**config.mk**
```make
export PLATFORM = sky130hd
export DESIGN_NAME = direct_circle_rasterizer_flat
export DESIGN_NICKNAME = d
export VERILOG_FILES = /design/src/dcr_pkg.sv /design/src/dcr_cmd_if.sv /design/src/dcr_pixel_if.sv /design/src/dcr_root.sv /design/src/direct_circle_rasterizer.sv /design/src/flat_wrapper.sv
export VERILOG_INCLUDE_DIRS = /design/src /design/src/src
export SDC_FILE = /design/constraint.sdc
export NUM_CORES = 1
export LEC_CHECK = 0
export BUFFER_PORTS_ARGS = -buffer_cell sky130_fd_sc_hd__buf_2
export CAP_MARGIN = 20
export CORE_ASPECT_RATIO = 1.5
export CORE_MARGIN = 5
export CORE_UTILIZATION = 50
export CTS_CLUSTER_SIZE = 28
export DETAILED_ROUTE_END_ITERATION = 7
export GPL_ROUTABILITY_DRIVEN = 0
export GPL_TIMING_DRIVEN = 1
export PLACE_DENSITY = 0.7
export SETUP_SLACK_MARGIN = 0.1
export SYNTH_ARGS = -nofsm -noshare
export SYNTH_HDL_FRONTEND = slang
export SYNTH_SLANG_ARGS = --single-unit
```
**constraint.sdc**
```tcl
create_clock -name clk -period 3.5 [get_ports clk]
set_input_delay 0.175 -clock clk [delete_from_list [all_inputs] [get_ports clk]]
set_output_delay 0.175 -clock clk [all_outputs]
set_load 0.005 [all_outputs]
```
**src/direct_circle_rasterizer_macros.svh**
```systemverilog
// ----------------------------------------------------------------------------
// Assertion macros
// Shared concurrent assertion forms for the circle rasterizer.
// ----------------------------------------------------------------------------
`ifndef DIRECT_CIRCLE_RASTERIZER_MACROS_SVH
`define DIRECT_CIRCLE_RASTERIZER_MACROS_SVH

// consequent holds in the same cycle as the antecedent
`define DCR_ASSERT_SAME(lbl, clk, rst_n, ante, cons, msg) \
	lbl: assert property (@(posedge clk) disable iff (!rst_n) (ante) |-> (cons)) \
		else $error(msg);

// consequent holds in the cycle after the antecedent
`define DCR_ASSERT_NEXT(lbl, clk, rst_n, ante, cons, msg) \
	lbl: assert property (@(posedge clk) disable iff (!rst_n) (ante) |=> (cons)) \
		else $error(msg);

`endif

```
**src/dcr_pkg.sv**
```systemverilog
// ----------------------------------------------------------------------------
// Circle rasterizer package
// Widths, register indexes and the request/response types of the root unit.
// ----------------------------------------------------------------------------
package dcr_pkg;

	localparam int COORD_BITS    = 12;
	localparam int OUT_BITS      = COORD_BITS + 2;
	localparam int COLOR_BITS    = 24;
	localparam int ARG_BITS      = 2 * COORD_BITS;
	localparam int CNT_BITS      = $clog2(COORD_BITS);
	localparam int CFG_IDX_BITS  = 2;
	localparam int CFG_DATA_BITS = COLOR_BITS;
	localparam int PIX_CNT_BITS  = 3;

	localparam logic [CFG_IDX_BITS-1:0] REG_CENTER_X   = CFG_IDX_BITS'(0);
	localparam logic [CFG_IDX_BITS-1:0] REG_CENTER_Y   = CFG_IDX_BITS'(1);
	localparam logic [CFG_IDX_BITS-1:0] REG_RADIUS     = CFG_IDX_BITS'(2);
	localparam logic [CFG_IDX_BITS-1:0] REG_DRAW_COLOR = CFG_IDX_BITS'(3);

	localparam logic [PIX_CNT_BITS-1:0] LAST_PIX = '1;

	typedef logic [COORD_BITS-1:0] coord_t;

	typedef struct packed {
		logic   start;
		coord_t radius;
		coord_t column;
	} root_req_t;

	typedef struct packed {
		logic   valid;
		coord_t row;
	} root_rsp_t;

endpackage

```
**src/dcr_cmd_if.sv**
```systemverilog
// ----------------------------------------------------------------------------
// Command channel
// Valid/ready channel carrying the restart/advance request.
// ----------------------------------------------------------------------------
interface dcr_cmd_if;
	logic valid;
	logic ready;
	logic restart;

	modport source (output valid, output restart, input ready);
	modport sink (input valid, input restart, output ready);
endinterface

```
**src/dcr_pixel_if.sv**
```systemverilog
// ----------------------------------------------------------------------------
// Pixel channel
// Valid/ready channel carrying one rasterized pixel.
// ----------------------------------------------------------------------------
interface dcr_pixel_if;
	logic                                 valid;
	logic                                 ready;
	logic signed [dcr_pkg::OUT_BITS-1:0]  pixel_x;
	logic signed [dcr_pkg::OUT_BITS-1:0]  pixel_y;
	logic [dcr_pkg::COLOR_BITS-1:0]       pixel_color;
	logic                                 last_of_step;
	logic                                 circle_done;

	modport source (output valid, output pixel_x, output pixel_y, output pixel_color,
		output last_of_step, output circle_done, input ready);
	modport sink (input valid, input pixel_x, input pixel_y, input pixel_color,
		input last_of_step, input circle_done, output ready);
endinterface

```
**src/dcr_root.sv**
```systemverilog
// ----------------------------------------------------------------------------
// Row root unit
// Bit-serial (r-c)*(r+c) followed by a two-bits-per-cycle restoring square
// root, rounded to the nearest integer.
// ----------------------------------------------------------------------------
`include "direct_circle_rasterizer_macros.svh"

module dcr_root (
	input  logic               clk,
	input  logic               arst_n,
	input  dcr_pkg::root_req_t req,
	output dcr_pkg::root_rsp_t rsp
);

	typedef enum logic [3:0] {
		RU_IDLE = 4'b0001,
		RU_MUL  = 4'b0010,
		RU_ROOT = 4'b0100,
		RU_RND  = 4'b1000
	} ru_state_t;

	localparam int REM_BITS = dcr_pkg::COORD_BITS + 2;
	localparam int TMP_BITS = dcr_pkg::COORD_BITS + 4;

	ru_state_t                         state_q;
	logic [dcr_pkg::CNT_BITS-1:0]      cnt_q;
	logic [dcr_pkg::COORD_BITS:0]      mcand_q;
	logic [dcr_pkg::COORD_BITS-1:0]    mplier_q;
	logic [dcr_pkg::ARG_BITS-1:0]      acc_q;
	logic [REM_BITS-1:0]               rem_q;
	dcr_pkg::coord_t                   root_q;

	logic [dcr_pkg::ARG_BITS-1:0]      acc_sum;
	logic [TMP_BITS-1:0]               rem_t;
	logic [TMP_BITS-1:0]               trial;
	logic                              fits;
	logic [REM_BITS-1:0]               root_dbl;

	// multiplier runs MSB first: acc = 2*acc + bit*mcand
	assign acc_sum = {acc_q[dcr_pkg::ARG_BITS-2:0], 1'b0}
		+ (mplier_q[dcr_pkg::COORD_BITS-1] ? dcr_pkg::ARG_BITS'(mcand_q) : '0);

	assign rem_t = {rem_q, acc_q[dcr_pkg::ARG_BITS-1 -: 2]};
	assign trial = TMP_BITS'({root_q, 2'b01});
	assign fits  = rem_t >= trial;
	assign root_dbl = REM_BITS'({root_q, 1'b0});

	always_ff @(posedge clk or negedge arst_n) begin
		if (!arst_n) begin
			state_q <= RU_IDLE;
			cnt_q   <= '0;
		end else begin
			unique case (state_q)
				RU_IDLE: begin
					if (req.start) begin
						state_q <= RU_MUL;
						cnt_q   <= dcr_pkg::CNT_BITS'(dcr_pkg::COORD_BITS - 1);
					end
				end
				RU_MUL: begin
					if (cnt_q == '0) begin
						state_q <= RU_ROOT;
						cnt_q   <= dcr_pkg::CNT_BITS'(dcr_pkg::COORD_BITS - 1);
					end else begin
						cnt_q <= cnt_q - 1'b1;
					end
				end
				RU_ROOT: begin
					if (cnt_q == '0) begin
						state_q <= RU_RND;
					end else begin
						cnt_q <= cnt_q - 1'b1;
					end
				end
				RU_RND: begin
					state_q <= RU_IDLE;
				end
				default: begin
					state_q <= RU_IDLE;
				end
			endcase
		end
	end

	always_ff @(posedge clk) begin
		unique case (state_q)
			RU_IDLE: begin
				if (req.start) begin
					acc_q <= '0;
					// argument saturates at zero once the column passes the radius
					if (req.radius > req.column) begin
						mcand_q  <= {1'b0, req.radius} + {1'b0, req.column};
						mplier_q <= req.radius - req.column;
					end else begin
						mcand_q  <= '0;
						mplier_q <= '0;
					end
				end
			end
			RU_MUL: begin
				acc_q    <= acc_sum;
				mplier_q <= {mplier_q[dcr_pkg::COORD_BITS-2:0], 1'b0};
				if (cnt_q == '0) begin
					rem_q  <= '0;
					root_q <= '0;
				end
			end
			RU_ROOT: begin
				acc_q  <= {acc_q[dcr_pkg::ARG_BITS-3:0], 2'b00};
				root_q <= {root_q[dcr_pkg::COORD_BITS-2:0], fits};
				rem_q  <= fits ? REM_BITS'(rem_t - trial) : REM_BITS'(rem_t);
			end
			RU_RND: begin
			end
			default: begin
			end
		endcase
	end

	// v - n*n > n  means the true root lies above n + 1/2
	always_comb begin
		rsp.valid = (state_q == RU_RND);
		rsp.row   = (rem_q > REM_BITS'(root_q)) ? root_q + 1'b1 : root_q;
	end

	`DCR_ASSERT_SAME(a_start_idle, clk, arst_n, req.start, state_q == RU_IDLE, "root request while busy")
	`DCR_ASSERT_NEXT(a_mul_to_root, clk, arst_n, state_q == RU_MUL && cnt_q == '0, state_q == RU_ROOT && root_q == '0, "root phase not entered cleanly")
	`DCR_ASSERT_SAME(a_rem_bound, clk, arst_n, state_q == RU_RND, rem_q <= root_dbl, "root remainder out of range")
	`DCR_ASSERT_NEXT(a_rsp_pulse, clk, arst_n, rsp.valid, state_q == RU_IDLE, "root response longer than one cycle")

endmodule

```
**src/direct_circle_rasterizer.sv**
```systemverilog
// Restart request: state moves to S_EMIT and the first pixel is registered out,
// then one pixel per cycle while the sink is ready. Advance request: the root unit
// runs its multiply, root and round phases before the first pixel is registered.
// Advance while idle: accepted and dropped. Next request taken once pixel 8 is loaded.
// Reset (arst_n low, async): control, offsets and registers clear; no clearing pass.
// ----------------------------------------------------------------------------
// Direct circle rasterizer
// Octant walk with square-root rows, eight-way mirrored pixel output.
// ----------------------------------------------------------------------------
`include "direct_circle_rasterizer_macros.svh"

module direct_circle_rasterizer (
	input  logic                               clk,
	input  logic                               arst_n,
	dcr_cmd_if.sink                            cmd,
	dcr_pixel_if.source                        pixel,
	input  logic                               cfg_wen,
	input  logic [dcr_pkg::CFG_IDX_BITS-1:0]   cfg_index,
	input  logic [dcr_pkg::CFG_DATA_BITS-1:0]  cfg_data
);

	typedef enum logic [2:0] {
		S_IDLE = 3'b001,
		S_ROOT = 3'b010,
		S_EMIT = 3'b100
	} state_t;

	state_t                               state_q;
	dcr_pkg::coord_t                      center_x_q;
	dcr_pkg::coord_t                      center_y_q;
	dcr_pkg::coord_t                      radius_q;
	logic [dcr_pkg::COLOR_BITS-1:0]       color_q;
	dcr_pkg::coord_t                      col_q;
	dcr_pkg::coord_t                      row_q;
	logic                                 active_q;
	logic                                 done_q;
	logic [dcr_pkg::PIX_CNT_BITS-1:0]     pix_q;
	logic                                 out_vld_q;
	logic signed [dcr_pkg::OUT_BITS-1:0]  px_q;
	logic signed [dcr_pkg::OUT_BITS-1:0]  py_q;
	logic [dcr_pkg::COLOR_BITS-1:0]       pcolor_q;
	logic                                 plast_q;
	logic                                 pdone_q;

	logic                                 accept;
	logic                                 load;
	dcr_pkg::coord_t                      col_inc;
	dcr_pkg::root_req_t                   root_req;
	dcr_pkg::root_rsp_t                   root_rsp;
	logic                                 swap;
	logic                                 neg_x;
	logic                                 neg_y;
	dcr_pkg::coord_t                      off_x;
	dcr_pkg::coord_t                      off_y;
	logic [dcr_pkg::OUT_BITS-1:0]         cx_ext;
	logic [dcr_pkg::OUT_BITS-1:0]         cy_ext;
	logic [dcr_pkg::OUT_BITS-1:0]         ox_ext;
	logic [dcr_pkg::OUT_BITS-1:0]         oy_ext;
	logic [dcr_pkg::OUT_BITS-1:0]         px_next;
	logic [dcr_pkg::OUT_BITS-1:0]         py_next;

	assign cmd.ready = (state_q == S_IDLE);
	assign accept    = cmd.valid && cmd.ready;
	assign load      = (state_q == S_EMIT) && (!out_vld_q || pixel.ready);
	assign col_inc   = col_q + 1'b1;

	always_comb begin
		root_req.start  = accept && !cmd.restart && active_q;
		root_req.radius = radius_q;
		root_req.column = col_inc;
	end

	dcr_root u_root (
		.clk    (clk),
		.arst_n (arst_n),
		.req    (root_req),
		.rsp    (root_rsp)
	);

	always_ff @(posedge clk or negedge arst_n) begin
		if (!arst_n) begin
			center_x_q <= '0;
			center_y_q <= '0;
			radius_q   <= '0;
			color_q    <= '0;
		end else if (cfg_wen) begin
			unique case (cfg_index)
				dcr_pkg::REG_CENTER_X:   center_x_q <= cfg_data[dcr_pkg::COORD_BITS-1:0];
				dcr_pkg::REG_CENTER_Y:   center_y_q <= cfg_data[dcr_pkg::COORD_BITS-1:0];
				dcr_pkg::REG_RADIUS:     radius_q   <= cfg_data[dcr_pkg::COORD_BITS-1:0];
				dcr_pkg::REG_DRAW_COLOR: color_q    <= cfg_data[dcr_pkg::COLOR_BITS-1:0];
				default: begin
				end
			endcase
		end
	end

	always_ff @(posedge clk or negedge arst_n) begin
		if (!arst_n) begin
			state_q   <= S_IDLE;
			col_q     <= '0;
			row_q     <= '0;
			active_q  <= 1'b0;
			done_q    <= 1'b0;
			pix_q     <= '0;
			out_vld_q <= 1'b0;
		end else begin
			if (load) begin
				out_vld_q <= 1'b1;
			end else if (pixel.ready) begin
				out_vld_q <= 1'b0;
			end
			unique case (state_q)
				S_IDLE: begin
					if (accept) begin
						if (cmd.restart) begin
							col_q    <= '0;
							row_q    <= radius_q;
							active_q <= (radius_q != '0);
							done_q   <= (radius_q == '0);
							pix_q    <= '0;
							state_q  <= S_EMIT;
						end else if (active_q) begin
							col_q   <= col_inc;
							state_q <= S_ROOT;
						end
					end
				end
				S_ROOT: begin
					if (root_rsp.valid) begin
						row_q    <= root_rsp.row;
						active_q <= (col_q < root_rsp.row);
						done_q   <= !(col_q < root_rsp.row);
						pix_q    <= '0;
						state_q  <= S_EMIT;
					end
				end
				S_EMIT: begin
					if (load) begin
						pix_q <= pix_q + 1'b1;
						if (pix_q == dcr_pkg::LAST_PIX) begin
							state_q <= S_IDLE;
						end
					end
				end
				default: begin
					state_q <= S_IDLE;
				end
			endcase
		end
	end

	// mirror order: (+x,+y) (-x,+y) (-x,-y) (+x,-y) (+y,+x) (-y,+x) (+y,-x) (-y,-x)
	always_comb begin
		unique case (pix_q)
			3'd0: {swap, neg_x, neg_y} = 3'b000;
			3'd1: {swap, neg_x, neg_y} = 3'b010;
			3'd2: {swap, neg_x, neg_y} = 3'b011;
			3'd3: {swap, neg_x, neg_y} = 3'b001;
			3'd4: {swap, neg_x, neg_y} = 3'b100;
			3'd5: {swap, neg_x, neg_y} = 3'b110;
			3'd6: {swap, neg_x, neg_y} = 3'b101;
			3'd7: {swap, neg_x, neg_y} = 3'b111;
			default: {swap, neg_x, neg_y} = 3'b000;
		endcase
	end

	assign off_x   = swap ? row_q : col_q;
	assign off_y   = swap ? col_q : row_q;
	assign cx_ext  = dcr_pkg::OUT_BITS'(center_x_q);
	assign cy_ext  = dcr_pkg::OUT_BITS'(center_y_q);
	assign ox_ext  = dcr_pkg::OUT_BITS'(off_x);
	assign oy_ext  = dcr_pkg::OUT_BITS'(off_y);
	assign px_next = neg_x ? cx_ext - ox_ext : cx_ext + ox_ext;
	assign py_next = neg_y ? cy_ext - oy_ext : cy_ext + oy_ext;

	always_ff @(posedge clk) begin
		if (load) begin
			px_q     <= $signed(px_next);
			py_q     <= $signed(py_next);
			pcolor_q <= color_q;
			plast_q  <= (pix_q == dcr_pkg::LAST_PIX);
			pdone_q  <= done_q;
		end
	end

	assign pixel.valid        = out_vld_q;
	assign pixel.pixel_x      = px_q;
	assign pixel.pixel_y      = py_q;
	assign pixel.pixel_color  = pcolor_q;
	assign pixel.last_of_step = plast_q;
	assign pixel.circle_done  = pdone_q;

	`DCR_ASSERT_NEXT(a_restart_emits, clk, arst_n, accept && cmd.restart, state_q == S_EMIT && pix_q == '0, "restart did not start pixel output")
	`DCR_ASSERT_SAME(a_active_order, clk, arst_n, active_q && state_q == S_IDLE, col_q < row_q, "active circle with column past row")
	`DCR_ASSERT_NEXT(a_last_pix_idle, clk, arst_n, load && pix_q == dcr_pkg::LAST_PIX, state_q == S_IDLE && pixel.valid && pixel.last_of_step, "eighth pixel not closing the step")
	`DCR_ASSERT_SAME(a_rsp_in_wait, clk, arst_n, root_rsp.valid, state_q == S_ROOT, "root response outside wait state")

endmodule
```
**src/flat_wrapper.sv**
```systemverilog
// flat-port wrapper written by rule: the top's interface ports become plain ports
module direct_circle_rasterizer_flat 
  (clk, arst_n, cfg_wen, cfg_index, cfg_data, cmd_valid, cmd_restart, cmd_ready, pixel_valid, pixel_pixel_x, pixel_pixel_y, pixel_pixel_color, pixel_last_of_step, pixel_circle_done, pixel_ready);
  dcr_cmd_if cmd_i ();
  dcr_pixel_if pixel_i ();
  input  logic clk;
  input  logic arst_n;
  input  logic cfg_wen;
  input  logic [dcr_pkg::CFG_IDX_BITS-1:0] cfg_index;
  input  logic [dcr_pkg::CFG_DATA_BITS-1:0] cfg_data;
  input wire logic [$bits(cmd_i.valid)-1:0] cmd_valid;
  input wire logic [$bits(cmd_i.restart)-1:0] cmd_restart;
  output wire logic [$bits(cmd_i.ready)-1:0] cmd_ready;
  output wire logic [$bits(pixel_i.valid)-1:0] pixel_valid;
  output wire logic [$bits(pixel_i.pixel_x)-1:0] pixel_pixel_x;
  output wire logic [$bits(pixel_i.pixel_y)-1:0] pixel_pixel_y;
  output wire logic [$bits(pixel_i.pixel_color)-1:0] pixel_pixel_color;
  output wire logic [$bits(pixel_i.last_of_step)-1:0] pixel_last_of_step;
  output wire logic [$bits(pixel_i.circle_done)-1:0] pixel_circle_done;
  input wire logic [$bits(pixel_i.ready)-1:0] pixel_ready;
  assign cmd_i.valid = cmd_valid;
  assign cmd_i.restart = cmd_restart;
  assign cmd_ready = cmd_i.ready;
  assign pixel_valid = pixel_i.valid;
  assign pixel_pixel_x = pixel_i.pixel_x;
  assign pixel_pixel_y = pixel_i.pixel_y;
  assign pixel_pixel_color = pixel_i.pixel_color;
  assign pixel_last_of_step = pixel_i.last_of_step;
  assign pixel_circle_done = pixel_i.circle_done;
  assign pixel_i.ready = pixel_ready;
  direct_circle_rasterizer u_core (.clk(clk), .arst_n(arst_n), .cmd(cmd_i), .pixel(pixel_i), .cfg_wen(cfg_wen), .cfg_index(cfg_index), .cfg_data(cfg_data));
endmodule
```
==> impl_metrics.toml <==
[run_status]
status = "finished, final reports clean"

[layout]
final_cell_mix = "129 x edfxtp_1, 118 x nor2_1, 107 x nand2_1"
final_area_um2 = 17000
drive_above_1_share = 0.210
seqCellArea_um2 = 6400
n_antenna_cell = 0
layout.nets = 1736
final_common_cell = "edfxtp_1"
instances_no_fill = 1948
multi_input_area_um2 = 7650
n_fill_cell = 2397
area_growth_pct = 18.6

[clock_network]
cts-root-buf = "clkbuf_16"
clock_latency_ps = 540
cts_buffer_depth = 3
numCtsBuffers = 24
cts_tree = "done"
path_clk_slew_ps = 60
h-tree-depth = 1
clock_sinks = 230

[logic_synthesis]
synth_edf_count = 129
ys.flop_type = "edfxtp_1"
netlist_area_um2 = 14400
avgSynthCellArea_um2 = 10.1
async_flop_share = 0.439
yosysWarnings = 0
synth_cell_types = 70
syn_nets = 1577
synth-seq-area-share = 0.446
ys_ff_latch = 230
syn_inst = 1420

[setup_path]
crit_required_ps = 3920
regToRegStartpoint = "u_core.u_root.rem_q[8]"
critPathLaunchType = "flip-flop"
cp-endpoint = "u_core.done_q"
arrival_ps = 3830
critPathMaxFanout = 6
r2r-end = "u_core.done_q"
rrSetupSlack_ps = 90
crit_type = "flip-flop to flip-flop"
worst-r2r-cell-count = 14
critPathCaptureType = "flip-flop"
critPathLaunch = "u_core.u_root.rem_q[8]"

[drt]
via_count = 11400
wl_um = 37100
ant_nets = 0
viasPerCell = 5.84
wl_per_cell_um = 19.0
drc = 0
drt_iter0_drc = 704
dr.pass1.iters = 5

[sta]
worst_slack_ps = 92.3
clock.fmax_mhz = 293
period_needed_ps = 3410
skew_ps = 18.2
setup_viol = 0
post-route-period-util = 0.974
rsz0062_at_grt = "yes"
holdWs_ps = 86.8
hold_viol_final = 0
tightest_slew_ps = 929
slew_violations = 0
maxSlewHeadroom = 0.378
finalSetupTns_ps = 0

[die]
core_um2 = 28500
die_area_um2 = 32300
die_x_um = 148
die_h_um = 218
rows = 76
ios = 88
start_util = 0.503

[pwr]
clkPwrFrac = 0.249
p_leak_uw = 0.00714
power.switching_uw = 3970
combPwrFrac = 0.386
ir_worst_vdd_mv = 0.511
p_int_uw = 7090
p_per_area_nw_per_um2 = 650
p_sw_frac = 0.359
seqPwrFrac = 0.365

[placement]
place_area_um2 = 15600
dp_slack_ps = -91.7
io_buffers = 87
dp.cells = 1866
dpl.hpwl_um = 27000

[global_routing]
grt_pass1_vias = 11800
antenna_found_initial = 0
grt_max_degree = 65
gr-total-overflow = 0
grt_pass1_wl_um = 59000
grt_util_all_layers = 0.226

[hold_path]
hp-class = "primary input to flip-flop"

[flow_run]
drv_cap = 0
## layout make-up
type                    instances  area share
multi-input cells            1032       0.449
flip-flops and latches        230       0.376
repair buffers                189      0.0757
clock buffers                  36      0.0453
well taps                     351      0.0258
inverters                     102      0.0225
clock inverters                 8     0.00551
## registers in the layout (all words and copies together), names as in the netlist, 3 cells and up
signal	cells
u_core.pixel.pixel_y	14
u_core.u_root.mcand_q	13
u_core.col_q	12
u_core.center_x_q	12
u_core.color_q	24
u_core.pix_q	3
u_core.row_q	12
u_core.u_root.rem_q	14
u_core.u_root.mplier_q	12
u_core.u_root.root_q	12
u_core.state_q	3
u_core.u_root.acc_q	24
u_core.center_y_q	12
u_core.radius_q	12
u_core.pixel.pixel_color	24
u_core.pixel.pixel_x	14
u_core.u_root.state_q	4
u_core.u_root.cnt_q	4
## layer usage
| metal | wire length, um | GRT usage |
|---|---|---|
| met1 | 13500 | 0.242 |
| met5 | 0 | 0 |
| met3 | 1880 | 0.0356 |
| met2 | 19800 | 0.427 |
| met4 | 1900 | 0.110 |
## how the worst min path moves through the flow
| stage | startpoint | endpoint | slack (ps) | cells after the start |
|---|---|---|---|---|
| 5_1_grt | cmd_restart | u_core.row_q[8] | 90 | 3 |
| 6_report | cmd_restart | u_core.row_q[8] | 90 | 3 |
| 3_3_place_gp | arst_n | u_core.pix_q[0] | 320 | 1 |
| 2_1_floorplan | arst_n | u_core.active_q | -120 | 0 |
| 3_5_place_dp | arst_n | u_core.pix_q[1] | 340 | 1 |
| 4_1_cts | cmd_restart | u_core.row_q[8] | 70 | 3 |
## critical path: stages, from the launching register on
cell and delay [ps]:
edfxtp_1 430, ha_4 340, nand4_4 120, or4_4 450
nor3_4 240, buf_4 150, a2111o_1 180, nor2_2 80
xnor2_2 140, ha_1 300, nor2b_1 140, o21ai_1 150
o211ai_1 130, and2_4 180, a211o_1 260
## power groups by stage
stage,sequential [uW],clock (uW),combinational (uW)
2_1_floorplan,3950,0,3010
4_1_cts,4030,2810,4250
3_3_place_gp,4050,0,4100
6_report,4040,2760,4270
5_1_grt,4090,2930,4730
3_5_place_dp,4070,0,4200
## cells in the mapped netlist, drive strengths merged, types with 6 or more instances
master | number | area [um2]
edfxtp | 129 | 3870
nor2 | 122 | 458
ha | 118 | 1480
nand2 | 108 | 405
inv | 102 | 383
dfrtp | 99 | 2480
a21oi | 90 | 450
o21ai | 89 | 445
mux2 | 63 | 709
xnor2 | 55 | 482
clkbuf | 47 | 176
nor3 | 30 | 161
mux2i | 29 | 290
xor2 | 28 | 245
nand3 | 25 | 125
o31ai | 24 | 185
nand2b | 18 | 113
nor2b | 16 | 100
o21a | 16 | 128
o22ai | 16 | 100
and2 | 15 | 93.8
a211oi | 12 | 90.1
nor4 | 12 | 75.1
or3 | 12 | 75.1
a21o | 11 | 82.6
and3 | 9 | 56.3
buf | 9 | 37.5
a31oi | 8 | 50.1
nand4 | 8 | 56.3
fa | 7 | 140
nand3b | 7 | 52.6
o211ai | 7 | 52.6
o21bai | 6 | 45.0
or2 | 6 | 37.5
## cells by family (layout without fill, tap and decap cells)
kind of cell,Yosys count,in the layout,share of synthesized area
and+or+nand+nor,405,405,0.136
muxes,92,92,0.0696
AOI/OAI and AO/OA,327,327,0.144
buffers and inverters,158,335,0.0416
adders and majority gates,125,125,0.113
DFF,230,230,0.446
xor gates and xnor gates,83,83,0.0506
## repair_timing
action	4_1_cts	5_1_grt
pin swaps	9	11
setup endpoints to repair	2	29
hold buffers	26	0
gates resized for setup	18	34
hold endpoints to repair	119	0
setup buffers	5	7
## through the flow
| stage | total power, uW | utilization |
|---|---|---|
| after detailed placement | 8270 | 0.546 |
| after global routing | 11800 | 0.597 |
| final | 11100 | 0.597 |
| after global placement | 8150 | 0.545 |
| after CTS | 11100 | 0.591 |
| after floorplan | 6960 | - |
Note: power is estimated with default switching activity, not from simulation.
